[src/rtl/mtsb_pkg.sv]
// Package for the metatile tilemap strip builder.
// Holds command and kind codes, register indexes, default sizes and the
// control/status and pipeline sideband structs. No dependencies.
`timescale 1ns / 1ps
`default_nettype none

package mtsb_pkg;

	localparam int MAP_BYTES_DEF   = 16384;
	localparam int TABLE_WORDS_DEF = 1024;
	localparam int COLUMN_LENGTH   = 16;
	localparam int ROW_LENGTH      = 32;

	localparam int CMD_W      = 2;
	localparam int ADDR_W     = 14;
	localparam int DATA_W     = 16;
	localparam int TILE_W     = 10;
	localparam int SCREENS_W  = 5;
	localparam int STEP_W     = 5;
	localparam int CFG_IDX_W  = 1;

	localparam logic [CMD_W-1:0] CMD_WR_MAP    = 2'd0;
	localparam logic [CMD_W-1:0] CMD_WR_TABLE  = 2'd1;
	localparam logic [CMD_W-1:0] CMD_BUILD_COL = 2'd2;
	localparam logic [CMD_W-1:0] CMD_BUILD_ROW = 2'd3;

	localparam logic [CFG_IDX_W-1:0] REG_MAP_WIDTH  = 1'd0;
	localparam logic [CFG_IDX_W-1:0] REG_MAP_HEIGHT = 1'd1;

	localparam logic [1:0] KIND_MAP_WR = 2'd0;
	localparam logic [1:0] KIND_TBL_WR = 2'd1;
	localparam logic [1:0] KIND_ELEM   = 2'd2;

	typedef struct packed {
		logic              load;
		logic              issue_wr;
		logic              issue_el;
		logic [STEP_W-1:0] step;
		logic              last;
	} ctl_t;

	typedef struct packed {
		logic adv;
	} sts_t;

	typedef struct packed {
		logic [1:0] kind;
		logic       on;
		logic [3:0] slot;
		logic       half;
		logic       last;
		logic       odd;
		logic       row;
	} side_t;

endpackage

`default_nettype wire

[src/rtl/mtsb_if.sv]
// Valid/ready channel interfaces for the strip builder: command words in,
// result words out. Depends on mtsb_pkg for field widths.
`timescale 1ns / 1ps
`default_nettype none

interface mtsb_in_if;
	logic                                valid;
	logic                                ready;
	logic [mtsb_pkg::CMD_W-1:0]          command;
	logic [mtsb_pkg::ADDR_W-1:0]         store_address;
	logic [mtsb_pkg::DATA_W-1:0]         store_data;
	logic signed [mtsb_pkg::TILE_W-1:0]  start_tile_x;
	logic signed [mtsb_pkg::TILE_W-1:0]  start_tile_y;
	logic                                odd_half;

	modport source (output valid, command, store_address, store_data, start_tile_x,
		start_tile_y, odd_half, input ready);
	modport sink (input valid, command, store_address, store_data, start_tile_x,
		start_tile_y, odd_half, output ready);
endinterface


`default_nettype wire

[src/rtl/mtsb_ctrl.sv]
// Strip builder controller: accepts command words, sequences build steps.
// Depends on mtsb_pkg and mtsb_in_if.
`timescale 1ns / 1ps
`default_nettype none

module mtsb_ctrl (
	input  wire logic           clk,
	input  wire logic           arst_n,
	mtsb_in_if.sink             in_ch,
	input  wire mtsb_pkg::sts_t sts,
	output mtsb_pkg::ctl_t      ctl
);

	localparam logic ST_IDLE = 1'b0;
	localparam logic ST_RUN  = 1'b1;

	logic                        state_q;
	logic                        row_q;
	logic [mtsb_pkg::STEP_W-1:0] cnt_q;
	logic                        accept;
	logic                        is_build;
	logic                        last_step;

	assign in_ch.ready = (state_q == ST_IDLE) && sts.adv;
	assign accept      = in_ch.valid && in_ch.ready;
	assign is_build    = (in_ch.command == mtsb_pkg::CMD_BUILD_COL) ||
		(in_ch.command == mtsb_pkg::CMD_BUILD_ROW);
	assign last_step   = row_q ?
		(cnt_q == mtsb_pkg::STEP_W'(mtsb_pkg::ROW_LENGTH - 1)) :
		(cnt_q == mtsb_pkg::STEP_W'(mtsb_pkg::COLUMN_LENGTH - 1));

	always_comb begin
		ctl.load     = accept && is_build;
		ctl.issue_wr = accept && !is_build;
		ctl.issue_el = (state_q == ST_RUN) && sts.adv;
		ctl.step     = cnt_q;
		ctl.last     = last_step;
	end

	always_ff @(posedge clk or negedge arst_n) begin
		if (!arst_n) begin
			state_q <= ST_IDLE;
			row_q   <= 1'b0;
			cnt_q   <= '0;
		end else begin
			case (state_q)
				ST_IDLE: begin
					if (accept && is_build) begin
						state_q <= ST_RUN;
						row_q   <= (in_ch.command == mtsb_pkg::CMD_BUILD_ROW);
						cnt_q   <= '0;
					end
				end
				ST_RUN: begin
					if (sts.adv) begin
						if (last_step) begin
							state_q <= ST_IDLE;
							cnt_q   <= '0;
						end else begin
							cnt_q <= cnt_q + 1'b1;
						end
					end
				end
				default: begin
					state_q <= ST_IDLE;
				end
			endcase
		end
	end

endmodule

`default_nettype wire

[src/flat_wrapper.sv]
// flat-port wrapper written by rule: the top's interface ports become plain ports
module mtsb_ctrl_flat 
  (clk, arst_n, sts, ctl, in_ch_valid, in_ch_command, in_ch_store_address, in_ch_store_data, in_ch_start_tile_x, in_ch_start_tile_y, in_ch_odd_half, in_ch_ready);
  mtsb_in_if in_ch_i ();
  input  wire logic clk;
  input  wire logic arst_n;
  input  wire mtsb_pkg::sts_t sts;
  output mtsb_pkg::ctl_t ctl;
  input wire logic [$bits(in_ch_i.valid)-1:0] in_ch_valid;
  input wire logic [$bits(in_ch_i.command)-1:0] in_ch_command;
  input wire logic [$bits(in_ch_i.store_address)-1:0] in_ch_store_address;
  input wire logic [$bits(in_ch_i.store_data)-1:0] in_ch_store_data;
  input wire logic [$bits(in_ch_i.start_tile_x)-1:0] in_ch_start_tile_x;
  input wire logic [$bits(in_ch_i.start_tile_y)-1:0] in_ch_start_tile_y;
  input wire logic [$bits(in_ch_i.odd_half)-1:0] in_ch_odd_half;
  output wire logic [$bits(in_ch_i.ready)-1:0] in_ch_ready;
  assign in_ch_i.valid = in_ch_valid;
  assign in_ch_i.command = in_ch_command;
  assign in_ch_i.store_address = in_ch_store_address;
  assign in_ch_i.store_data = in_ch_store_data;
  assign in_ch_i.start_tile_x = in_ch_start_tile_x;
  assign in_ch_i.start_tile_y = in_ch_start_tile_y;
  assign in_ch_i.odd_half = in_ch_odd_half;
  assign in_ch_ready = in_ch_i.ready;
  mtsb_ctrl u_core (.clk(clk), .arst_n(arst_n), .in_ch(in_ch_i), .sts(sts), .ctl(ctl));
endmodule
[config.mk]
export PLATFORM = sky130hd
export DESIGN_NAME = mtsb_ctrl_flat
export DESIGN_NICKNAME = d
export VERILOG_FILES = /design/src/rtl/mtsb_pkg.sv /design/src/rtl/mtsb_if.sv /design/src/rtl/mtsb_ctrl.sv /design/src/flat_wrapper.sv
export SDC_FILE = /design/constraint.sdc
export NUM_CORES = 1
export LEC_CHECK = 0
export BUFFER_PORTS_ARGS = -buffer_cell sky130_fd_sc_hd__buf_2
export CAP_MARGIN = 20
export CORE_MARGIN = 2
export CORE_UTILIZATION = 28
export CTS_CLUSTER_SIZE = 24
export DETAILED_ROUTE_END_ITERATION = 16
export HOLD_SLACK_MARGIN = 0.1
export PLACE_DENSITY = 0.83
export RECOVER_POWER = 25
export SLEW_MARGIN = 5
export SYNTH_ARGS = -nofsm -noshare
export SYNTH_HDL_FRONTEND = slang
export SYNTH_SLANG_ARGS = --single-unit
[constraint.sdc]
create_clock -name clk -period 3 [get_ports clk]
set_input_delay 0.45 -clock clk [delete_from_list [all_inputs] [get_ports clk]]
set_output_delay 0.45 -clock clk [all_outputs]
set_load 0.1 [all_outputs]
# After elaboration in Yosys (flattened, before gate mapping)
# Cells that the tools add are included.
[totals]
word_cells = 29
register_bits = 7
input_bits = 57
output_inout_bits = 10
[classes]
n_reduce_logical = 9
muxes = 9
add_sub_neg = 1
n_bitwise = 1
n_eq_ne = 6
[ops]
columns = ["op", "count"]
rows = [
  ["$mux W5", 3],
  ["$pmux W5 S2", 1],
  ["$add A5 B1 Y5 const B", 1],
  ["$eq A5 B4 Y1 const B", 1],
  ["$eq A5 B5 Y1 const B", 1],
  ["$logic_and A1 B1 Y1", 5],
  ["$eq A2 B2 Y1 const B", 2],
  ["$mux W1", 4],
  ["$ne A2 B2 Y1 const B", 2],
  ["$reduce_and A2 Y1", 2],
  ["$pmux W1 S2", 1],
  ["$logic_not A1 Y1", 1],
  ["$logic_or A1 B1 Y1", 1],
  ["$not A1 Y1", 1],
]

# Depth between registers and ports, before layout
# Gate-level depths: netlist of the first run.
[logic_depth]
depth_word = 6
mapped_depth = 4
ltp_nobuf = 4

# Worst setup path before layout of the first run
# Ideal clock, no wire load.
[synth_path]
kind = "input to output"
from = "input sts"
to = "output ctl[7] (netlist name)"
path_buffers = 0
path_slack_ns = 0.559
stages = 2
t_required_ns = 2.550
arrival_time_ns = 1.991
path_cell_list = "nor2b_2 -> and3b_2"
[synth_lines]
columns = ["item", "line_no", "text"]
rows = [
  ["start: declaration", "flat_wrapper.sv:7", "input wire mtsb_pkg::sts_t sts;"],
  ["end: declaration", "flat_wrapper.sv:8", "output mtsb_pkg::ctl_t ctl;"],
]

==> results of run 1 <==
==> placed cells by master (no fill, tap or decap), drive strengths merged <==
master       count
a211o            1
a21oi            2
a22o             2
a31oi            1
and3             2
and3b            1
buf             14
clkbuf           5
dfrtp            7
dlygate4sd3      1
ha               1
inv              2
mux2             1
mux2i            1
nand2            2
nand2b           1
nand3            2
nor2             1
nor2b            1
nor4b            1
o2111ai          1
o21ai            2
o311ai           1
o31ai            1
xor2             1
==> worst max-delay path by stage <==
stage	from	endpoint	slack (ns)	depth (start not counted)
2_1_floorplan	sts	ctl[7]	0.56	2
4_1_cts	u_core.cnt_q[0]$_DFFE_PN0P_	ctl[0]	0.82	4
3_5_place_dp	u_core.cnt_q[0]$_DFFE_PN0P_	ctl[0]	1.10	4
6_report	u_core.cnt_q[0]$_DFFE_PN0P_	ctl[0]	0.83	4
3_3_place_gp	u_core.cnt_q[0]$_DFFE_PN0P_	ctl[0]	1.14	4
5_1_grt	u_core.cnt_q[0]$_DFFE_PN0P_	ctl[0]	0.70	4
==> routing by layer <==
layer	GRT usage, %	part of all wire (%)	vias up
met4	12.10	1.0	0
met1	15.79	42	181
met5	0	0	-
met2	25.00	51	12
li1	-	-	174
met3	3.261	5.5	2
==> critical path, cell delays in order (launching register included) <==
cell                      delay (ns)
sky130_fd_sc_hd__dfrtp_1        0.41
sky130_fd_sc_hd__ha_1           0.22
sky130_fd_sc_hd__nand3_1        0.16
sky130_fd_sc_hd__nor2_1         0.22
sky130_fd_sc_hd__buf_2          0.46
==> cell families (layout without fill, tap and decap cells) <==
kind of cell | count (synthesis) | after routing
compound gates | 11 | 11
xor+xnor | 1 | 1
fa+ha+maj | 1 | 1
buf+inv | 3 | 22
flops | 7 | 7
mux | 2 | 2
simple gates | 11 | 11
==> sequential cells by signal, summed over array words and instances (netlist names) <==
signal,cells
u_core.cnt_q,5
u_core.row_q,1
u_core.state_q,1
==> power groups by stage <==
stage                     registers (mW)  clock network, mW  logic (mW)
after floorplan                    0.397                  0       0.173
after global routing               0.195             0.0978       0.483
after detailed placement           0.188                  0       0.459
after CTS                          0.187             0.0897       0.461
final                              0.189             0.0859       0.460
after global placement             0.184                  0       0.450
==> stage by stage <==
| step | hold WS, ns | power [mW] |
|---|---|---|
| finish | 0.4293 | 0.7341 |
| CTS | 0.4219 | 0.7376 |
| floorplan | 0.1544 | 0.5700 |
| detailed placement | 0.2930 | 0.6471 |
| global placement | 0.2884 | 0.6339 |
| global route | 0.4161 | 0.7764 |
==> what timing repair did <==
item | in CTS | in global routing
endpoints found under the hold margin | 7 | 0
setup buffers | 0 | 0
gates resized for setup | 0 | 0
hold buffers | 1 | 0
==> area by class of cell <==
type / count / share of cell area [%]
clock buffer: 4 / 5.172
tap: 15 / 3.695
timing repair buffer: 16 / 16.50
multi-input combinational: 26 / 38.67
sequential: 7 / 34.48
inverter: 2 / 1.478
==> out/metrics.csv, run 1 <==
metric,value,unit
run_status,"finished, final reports clean",
ant_nets,0,
end_point_of_the_worst_hold_path,u_core.row_q$_DFFE_PN0P_,
synth.ff_latch_count,7,
cp-start-kind,register,
drt_first_iter_violations,13,
worstReg2RegStart,u_core.cnt_q[0]$_DFFE_PN0P_,
placement.io_buffers,15,
final-seq-area,175.2,um2
core_outline_area,1301,um2
post-synth-top-area-fraction,45.31,%
layout.nets,114,
cts_tree,built,
synth_most_common_cell,sky130_fd_sc_hd__dfrtp_1,
worst_slew_pin_slew,0.4920,ns
hold_viol_final,0,
static-leakage-power,0.2466,nW
max_clock_freq,459.9,MHz
power.net_switching,447.1,uW
layout_min_cycle_time,2.174,ns
cts_sinks,7,
synthMuxAreaShare,6.472,%
fp.dieArea,1694,um2
via_count,369,
clock_latency,0.25,ns
antenna_found_initial,0,
finish.utilization,39.04,%
areaGrowthSynthToFinish,31.39,%
seq_power_share,25.7,%
drcViolationCount,0,
cts.root.buffer_cell,sky130_fd_sc_hd__clkbuf_4,
synth_top_cell_by_area,sky130_fd_sc_hd__dfrtp_1,
fin_crit_sh,72.47,%
critPathKind,reg -> out,
synthesis.nets,94,
maxCapViolCount,0,
min_path_type,in -> reg,
synth-adder-area-share,3.236,%
synth_flop_cell,sky130_fd_sc_hd__dfrtp_1,
holdCritStartpoint,in_ch_command[0],
crit_path_end_kind,output pin,
via_count_of_the_first_global_routing_pass,351,
highest_fanout_seen_on_the_critical_path,5,
intPower,287.0,uW
synth_top_cells_by_area,"sky130_fd_sc_hd__dfrtp_1, sky130_fd_sc_hd__a22o_1, sky130_fd_sc_hd__mux2_4",
finalNonFillerCells,70,
avg_synthesized_cell_area,10.74,um2
floorplan.io_pins,67,
cts.clk_slew.worst_paths,0.05,ns
die_h,41.16,um
rsz0062_at_grt,no,
netlist_area,386.6,um2
n_antenna_cell,0,
worst_slew_margin_rel,67.42,%
post_synth_num_cell_types,24,
synth_warnings,0,
timing.critical_path.required,2.55,ns
pwr_density_cell,1445,nW/um2
fill_cells,142,
finalWorstSetupSlack,0.8258,ns
timing.hold.worst_path_depth,2,
wl_cell,14.06,um
place_ws,1.096,ns
finalSetupTns,0,ns
r2r_cells,4,
routabilityCongestion,0.7930,
power.share.switching,60.91,%
placedCellCount,65,
vias_per_cell,5.271,
power.share.clock,11.7,%
grt_first_pass_wirelength,1497,um
r2r_slack,1.60,ns
finalSetupViolations,0,
crit_arrival,1.72,ns
multi_input_comb_area,196.4,um2
rr_endpoint,u_core.cnt_q[4]$_DFFE_PN0P_,
hpwlAfterDp,727.9,um
part_of_the_yosys_area_used_for_sequential_elements,45.31,%
yosys.area_share.simple,18.77,%
start_util,29.71,%
postLayoutCellArea,508.0,um2
h-tree-depth,1,
synthesized_area_fraction_occupied_by_xor_and_xnor_cells,2.265,%
worst_clock_skew,0.003654,ns
peakVddDrop,0.0003981,V
groute.usage.overall,14.91,%
ys_async_sr_fraction,100.0,%
cts_buffers,3,
grt_start_max_net_pins,8,
report.final.slew_viol_count,0,
synthCells,36,
rows,13,
drtPass1Iterations,5,
post_dp_cell_area,473.0,um2
cts-root-to-sink-buffers,2,
die_x,41.16,um
overflow,0,
synth_enable_flop_cells,0,
drive_gt1_share,38.18,%
synth_top_family_by_area,compound AO/OA/AOI/OAI gates,
detail_route.wirelength,984,um
combinationalPowerShare,62.6,%
synth_compound_area_share,20.06,%
(Power assumes the default switching activity.)
==> inputs of run 2 (changes only) <==
--- a/config.mk
+++ b/config.mk
@@ -5,14 +5,15 @@
 export SDC_FILE = /design/constraint.sdc
 export NUM_CORES = 1
 export LEC_CHECK = 0
+export ABC_AREA = 1
 export BUFFER_PORTS_ARGS = -buffer_cell sky130_fd_sc_hd__buf_2
 export CAP_MARGIN = 20
 export CORE_MARGIN = 2
-export CORE_UTILIZATION = 28
+export CORE_UTILIZATION = 25
 export CTS_CLUSTER_SIZE = 24
 export DETAILED_ROUTE_END_ITERATION = 16
 export HOLD_SLACK_MARGIN = 0.1
-export PLACE_DENSITY = 0.83
+export PLACE_DENSITY = 0.73
 export RECOVER_POWER = 25
 export SLEW_MARGIN = 5
 export SYNTH_ARGS = -nofsm -noshare
==> constraint.sdc (replaced) <==
create_clock -name clk -period 1.85 [get_ports clk]
set_input_delay 0.2775 -clock clk [delete_from_list [all_inputs] [get_ports clk]]
set_output_delay 0.2775 -clock clk [all_outputs]
set_load 0.1 [all_outputs]
==> run 2 against run 1 <==
Net effect:
- synthesized cell count grew 67%
- sequential cell count is the same
- highest routed layer is now met3
- sequential share of layout area fell by 4.5 points
- combinational power grew 34%
- via count up 18%
- largest power group unchanged
==> out/metrics.csv, run 2 <==
metric,value,unit,change
ys_async_sr_fraction,100.0,%,unchanged
post_synth_num_cell_types,17,,was 24
grt_start_max_net_pins,8,,unchanged
groute.usage.overall,10.99,%,was 14.91%
r2r_slack,0.63,ns,was 1.60 ns
layout.nets,138,,was 114
run_status,"finished, final reports clean",,unchanged
crit_path_end_kind,output pin,,unchanged
part_of_the_yosys_area_used_for_sequential_elements,39.66,%,was 45.31%
worst_clock_skew,0.0005301,ns,was 0.003654 ns
drive_gt1_share,43.04,%,was 38.18%
synth_flop_cell,sky130_fd_sc_hd__dfrtp_1,,unchanged
report.final.slew_viol_count,0,,unchanged
avg_synthesized_cell_area,7.361,um2,was 10.74 um2
drt_first_iter_violations,3,,was 13
synthCells,60,,was 36
finalWorstSetupSlack,0.09153,ns,was 0.8258 ns
max_clock_freq,568.7,MHz,
post-synth-top-area-fraction,39.66,%,was 45.31%
rsz0062_at_grt,no,,unchanged
cts.clk_slew.worst_paths,0.05,ns,about the same
netlist_area,441.7,um2,was 386.6 um2
die_x,46.03,um,was 41.16 um
fp.dieArea,2119,um2,was 1694 um2
timing.critical_path.required,1.57,ns,was 2.55 ns
cts_sinks,7,,unchanged
post_synth_most_frequent_cells,"sky130_fd_sc_hd__nand2_1, sky130_fd_sc_hd__dfrtp_1, sky130_fd_sc_hd__inv_1",,
highest_fanout_seen_on_the_critical_path,7,,was 5
synth_warnings,0,,unchanged
via_count_of_the_first_global_routing_pass,385,,was 351
top_register_by_number_of_flip_flops,u_core.cnt_q,,unchanged
hold_viol_final,0,,unchanged
rows,15,,was 13
fin_crit_sh,95.05,%,
start_util,26.15,%,was 29.71%
post_cts.repair.setup_buffers,0,,unchanged
wl_cell,9.563,um,was 14.06 um
commonest_non_fill_non_tap_cell_in_the_layout,sky130_fd_sc_hd__nand2_1,,was sky130_fd_sc_hd__buf_2
maxCapViolCount,0,,unchanged
worst_slew_margin_rel,67.79,%,was 67.42%
drtPass1Iterations,4,,was 5
place_ws,0.3546,ns,was 1.096 ns
cts-root-to-sink-buffers,2,,unchanged
cts_tree,built,,unchanged
drcViolationCount,0,,unchanged
placement.io_buffers,15,,unchanged
most-common-layout-cells,"sky130_fd_sc_hd__nand2_1, sky130_fd_sc_hd__buf_2, sky130_fd_sc_hd__inv_1, sky130_fd_sc_hd__dfrtp_2",,"was sky130_fd_sc_hd__buf_2, sky130_fd_sc_hd__dfrtp_1, sky130_fd_sc_hd__clkbuf_4"
cts_buffers,3,,unchanged
biggestRegsByFlops,"u_core.cnt_q x5, u_core.row_q x1, u_core.state_q x1",,unchanged
peakVddDrop,0.0007383,V,was 0.0003981 V
synth_enable_flop_cells,0,,unchanged
postLayoutCellArea,604.3,um2,was 508.0 um2
cp-start-kind,register,,unchanged
detail_route.wirelength,918,um,was 984 um
layout_min_cycle_time,1.758,ns,
pwr_density_cell,1727,nW/um2,was 1445 nW/um2
static-leakage-power,0.3249,nW,was 0.2466 nW
ant_nets,0,,unchanged
vias_per_cell,4.552,,was 5.271
routabilityCongestion,0.6974,,was 0.7930
n_antenna_cell,0,,unchanged
synth_top_cells_by_area,"sky130_fd_sc_hd__dfrtp_1, sky130_fd_sc_hd__nand2_1, sky130_fd_sc_hd__inv_1",,"was sky130_fd_sc_hd__dfrtp_1, sky130_fd_sc_hd__a22o_1, sky130_fd_sc_hd__mux2_4"
min_path_type,in -> reg,,unchanged
die_h,46.03,um,was 41.16 um
via_count,437,,was 369
cts.root.buffer_cell,sky130_fd_sc_hd__clkbuf_4,,unchanged
synth.ff_latch_count,7,,unchanged
post_dp_cell_area,569.3,um2,was 473.0 um2
antenna_found_initial,0,,unchanged
synthesis.nets,118,,was 94
crit_arrival,1.48,ns,was 1.72 ns
grt_first_pass_wirelength,1573,um,was 1497 um
finalSetupViolations,0,,unchanged
final-seq-area,181.4,um2,was 175.2 um2
clock_latency,0.25,ns,about the same
largest_register_ffs,5,,unchanged
areaGrowthSynthToFinish,36.83,%,was 31.39%
hpwlAfterDp,740.3,um,was 727.9 um
overflow,0,,unchanged
fill_cells,176,,was 142
floorplan.io_pins,67,,unchanged
multi_input_comb_area,232.7,um2,was 196.4 um2
worst_slew_pin_slew,0.4865,ns,was 0.4920 ns
synth_top_cell_by_area,sky130_fd_sc_hd__dfrtp_1,,unchanged
synth_most_common_cell,sky130_fd_sc_hd__nand2_1,,was sky130_fd_sc_hd__dfrtp_1
core_outline_area,1689,um2,was 1301 um2
critPathKind,reg -> out,,unchanged
h-tree-depth,1,,unchanged
==> run 2: final cells by class <==
cell class / count / area share (%)
Multi-Input combinational cell: 41 / 38.51
Tap cell: 17 / 3.520
Inverter: 11 / 7.246
Sequential cell: 7 / 30.02
Clock buffer: 4 / 4.348
Timing Repair Buffer: 16 / 16.36
==> run 2: cells by family after synthesis <==
family / synth area share [%]
AO/OA/AOI/OAI: 6.233
AND/OR/NAND/NOR: 39.66
buffers and inverters: 11.62
adder cells (fa/ha/maj): 2.832
flip-flops: 39.66
==> run 2: path summary, 6_finish.rpt <==
kind / from / to / depth (start not counted)
setup / recovery: u_core.state_q$_DFF_PN0_ / ctl[8] / 4
hold / removal: in_ch_command[0] / u_core.row_q$_DFFE_PN0P_ / 3
setup reg to reg: u_core.cnt_q[0]$_DFFE_PN0P_ / u_core.cnt_q[2]$_DFFE_PN0P_ / 4
hold reg to reg: u_core.cnt_q[1]$_DFFE_PN0P_ / u_core.cnt_q[1]$_DFFE_PN0P_ / 2
max in group asynchronous: arst_n / u_core.cnt_q[3]$_DFFE_PN0P_ / 2
min in group asynchronous: arst_n / u_core.state_q$_DFF_PN0_ / 2
==> run 2: critical path, cell delays in order, from the launching register on <==
cell	delay, ns
sky130_fd_sc_hd__dfrtp_1	0.48
sky130_fd_sc_hd__inv_2	0.14
sky130_fd_sc_hd__nand4_4	0.11
sky130_fd_sc_hd__inv_2	0.08
sky130_fd_sc_hd__buf_2	0.42
==> run 2: what timing repair did <==
| action | 4_1_cts | 5_1_grt |
|---|---|---|
| gates resized for setup | 0 | 0 |
| hold buffers | 1 | 0 |
| endpoints found under the hold margin | 7 | 0 |
==> run 2: power breakdown <==
group          internal (mW)  switching (mW)  total, mW
Clock                 0.0825          0.0598      0.142
Combinational          0.117           0.500      0.617
Sequential             0.217          0.0679      0.285
Total                  0.416           0.628       1.04
==> run 2: metrics by stage <==
stage	power, mW	utilization, %	std cells	setup TNS [ns]	hold WS (ns)
2_1_floorplan	0.7998	-	60	-0.03112	-0.01809
3_3_place_gp	0.8937	33.70	91	0	0.1197
3_5_place_dp	0.9060	33.70	91	0	0.1231
4_1_cts	1.053	35.85	96	0	0.2398
5_1_grt	1.111	35.78	96	0	0.2620
6_report	1.044	35.78	96	0	0.2446
==> run 2: per-layer routing <==
metal	wire (um)	vias to the layer above	GRT usage [%]	part of all wire (%)
met3	80	0	5.159	8.7
met2	436	18	15.56	47
met4	0	0	5.143	0
li1	-	226	-	-
met5	0	-	0	0
met1	402	193	13.94	44
==> inputs of run 3 (changes only) <==
--- a/config.mk
+++ b/config.mk
@@ -9,12 +9,13 @@
 export BUFFER_PORTS_ARGS = -buffer_cell sky130_fd_sc_hd__buf_2
 export CAP_MARGIN = 20
 export CORE_MARGIN = 2
-export CORE_UTILIZATION = 25
+export CORE_UTILIZATION = 28
 export CTS_CLUSTER_SIZE = 24
 export DETAILED_ROUTE_END_ITERATION = 16
 export HOLD_SLACK_MARGIN = 0.1
-export PLACE_DENSITY = 0.73
+export PLACE_DENSITY = 0.78
 export RECOVER_POWER = 25
+export SETUP_SLACK_MARGIN = 0.2
 export SLEW_MARGIN = 5
 export SYNTH_ARGS = -nofsm -noshare
 export SYNTH_HDL_FRONTEND = slang
==> constraint.sdc (replaced) <==
create_clock -name clk -period 1.8 [get_ports clk]
set_input_delay 0.27 -clock clk [delete_from_list [all_inputs] [get_ports clk]]
set_output_delay 0.27 -clock clk [all_outputs]
set_load 0.1 [all_outputs]
==> run 3 against run 2 <==
Net effect:
- power is 8.8% higher
- worst hold slack got worse by 0.0059 ns
- sequential power rose by 10%
- clock-buffer cell count stayed put
- critical path depth unchanged
- critical path type unchanged
==> out/metrics.csv, run 3 (synthesis results as in run 2) <==
metric,value,unit,change
cts_sinks,7,,unchanged
clock_latency,0.25,ns,about the same
cts-root-to-sink-buffers,2,,unchanged
drcViolationCount,0,,unchanged
maxCapViolCount,0,,unchanged
highest_fanout_seen_on_the_critical_path,7,,unchanged
finalNonFillerCells,97,,was 96
layout.nets,140,,was 138
via_count_of_the_first_global_routing_pass,405,,was 385
max_clock_freq,644.2,MHz,
fp.dieArea,1911,um2,was 2119 um2
groute.usage.overall,12.27,%,was 10.99%
areaGrowthSynthToFinish,50.42,%,was 36.83%
place_ws,0.3425,ns,was 0.3546 ns
fin_crit_sh,86.24,%,
die_x,43.72,um,was 46.03 um
finish.utilization,44.62,%,was 35.78%
ant_nets,0,,unchanged
fill_cells,147,,was 176
overflow,0,,unchanged
wl_cell,10.44,um,was 9.563 um
placement.io_buffers,15,,unchanged
drive_gt1_share,46.91,%,was 43.04%
drtPass1Iterations,4,,unchanged
crit_arrival,1.28,ns,was 1.48 ns
vias_per_cell,4.536,,was 4.552
via_count,440,,was 437
worst_clock_skew,0.004195,ns,was 0.0005301 ns
post_dp_cell_area,591.8,um2,was 569.3 um2
largest_register_ffs,5,,unchanged
most-common-layout-cells,"sky130_fd_sc_hd__nand2_1, sky130_fd_sc_hd__buf_2, sky130_fd_sc_hd__inv_1",,"was sky130_fd_sc_hd__nand2_1, sky130_fd_sc_hd__buf_2, sky130_fd_sc_hd__inv_1, sky130_fd_sc_hd__dfrtp_2"
biggestRegsByFlops,"u_core.cnt_q x5, u_core.row_q x1, u_core.state_q x1",,unchanged
placedCellCount,90,,was 91
hpwlAfterDp,748.1,um,was 740.3 um
core_outline_area,1489,um2,was 1689 um2
pwr_density_cell,1709,nW/um2,was 1727 nW/um2
timing.critical_path.required,1.53,ns,was 1.57 ns
start_util,29.66,%,was 26.15%
antenna_found_initial,0,,unchanged
grt_first_pass_wirelength,1642,um,was 1573 um
finalSetupViolations,0,,unchanged
cts.clk_slew.worst_paths,0.06,ns,was 0.05 ns
run_status,"finished, final reports clean",,unchanged
rsz0062_at_grt,yes,,was no
finalWorstSetupSlack,0.2476,ns,was 0.09153 ns
h-tree-depth,1,,unchanged
multi_input_comb_area,257.7,um2,was 232.7 um2
static-leakage-power,0.3370,nW,was 0.3249 nW
drt_first_iter_violations,9,,was 3
r2r_slack,0.57,ns,was 0.63 ns
postLayoutCellArea,664.4,um2,was 604.3 um2
final-seq-area,187.7,um2,was 181.4 um2
cp-start-kind,register,,unchanged
commonest_non_fill_non_tap_cell_in_the_layout,sky130_fd_sc_hd__nand2_1,,unchanged
peakVddDrop,0.0006230,V,was 0.0007383 V
cts.root.buffer_cell,sky130_fd_sc_hd__clkbuf_4,,unchanged
report.final.slew_viol_count,0,,unchanged
worst_slew_pin_slew,0.4876,ns,was 0.4865 ns
layout_min_cycle_time,1.552,ns,
die_h,43.72,um,was 46.03 um
critPathKind,reg -> out,,unchanged
detail_route.wirelength,1013,um,was 918 um
min_path_type,in -> reg,,unchanged
top_register_by_number_of_flip_flops,u_core.cnt_q,,unchanged
worst_slew_margin_rel,67.72,%,was 67.79%
n_antenna_cell,0,,unchanged
grt_start_max_net_pins,8,,unchanged
routabilityCongestion,0.6759,,was 0.6974
crit_path_end_kind,output pin,,unchanged
rows,14,,was 15
cts_tree,built,,unchanged
floorplan.io_pins,67,,unchanged
cts_buffers,3,,unchanged
hold_viol_final,0,,unchanged
[run 3: per-layer routing]
metal / routed length, um / global-route usage (%) / up-vias
met1: 400 / 13.77 / 194
met4: 14 / 10.91 / 0
met2: 561 / 20.29 / 14
li1: - / - / 230
met3: 36 / 1.250 / 2
met5: 0 / 0 / -
[run 3: per-stage QoR]
step	hold WS, ns	power, mW	setup TNS (ns)
2_1_floorplan	-0.02559	0.8596	-0.05708
3_3_place_gp	0.1104	0.9491	0
6_report	0.2388	1.135	0
5_1_grt	0.2570	1.207	0
4_1_cts	0.2240	1.124	0
3_5_place_dp	0.1147	0.9666	0
[run 3: power by group]
group          internal (mW)  leakage, nW  switching, mW
registers              0.232       0.0722         0.0826
clock network         0.0848       0.0150         0.0607
logic                  0.147        0.250          0.529
[run 3: area by class of cell]
| class | instances | share of cell area (%) |
|---|---|---|
| clock buffers | 4 | 3.955 |
| inverters | 11 | 6.591 |
| multi-input cells | 41 | 38.79 |
| flip-flops and latches | 7 | 28.25 |
| well taps | 16 | 3.013 |
| repair buffers | 18 | 19.40 |
[run 3: worst max-delay path, cell delays in order, from the launching register on]
cell and delay, ns:
sky130_fd_sc_hd__dfrtp_2 0.47, sky130_fd_sc_hd__inv_2 0.12, sky130_fd_sc_hd__nand4_4 0.11, sky130_fd_sc_hd__inv_2 0.10, sky130_fd_sc_hd__buf_6 0.23
[run 3: what timing repair did]
action | 4_1_cts | 5_1_grt
setup buffers | 0 | 2
hold buffers | 1 | 0
endpoints found under the hold margin | 7 | 0
resized for setup | 3 | 3
pin swaps | 1 | 1
endpoints found under the setup margin | 4 | 3
[run 3: path summary, 6_finish.rpt]
kind / start / to / depth (start not counted)
max in group asynchronous: arst_n / u_core.cnt_q[0]$_DFFE_PN0P_ / 2
min in group asynchronous: arst_n / u_core.cnt_q[1]$_DFFE_PN0P_ / 2
hold reg to reg: u_core.row_q$_DFFE_PN0P_ / u_core.row_q$_DFFE_PN0P_ / 2
setup / recovery: u_core.state_q$_DFF_PN0_ / ctl[8] / 4
hold / removal: in_ch_command[0] / u_core.row_q$_DFFE_PN0P_ / 3
setup reg to reg: u_core.cnt_q[1]$_DFFE_PN0P_ / u_core.cnt_q[3]$_DFFE_PN0P_ / 7
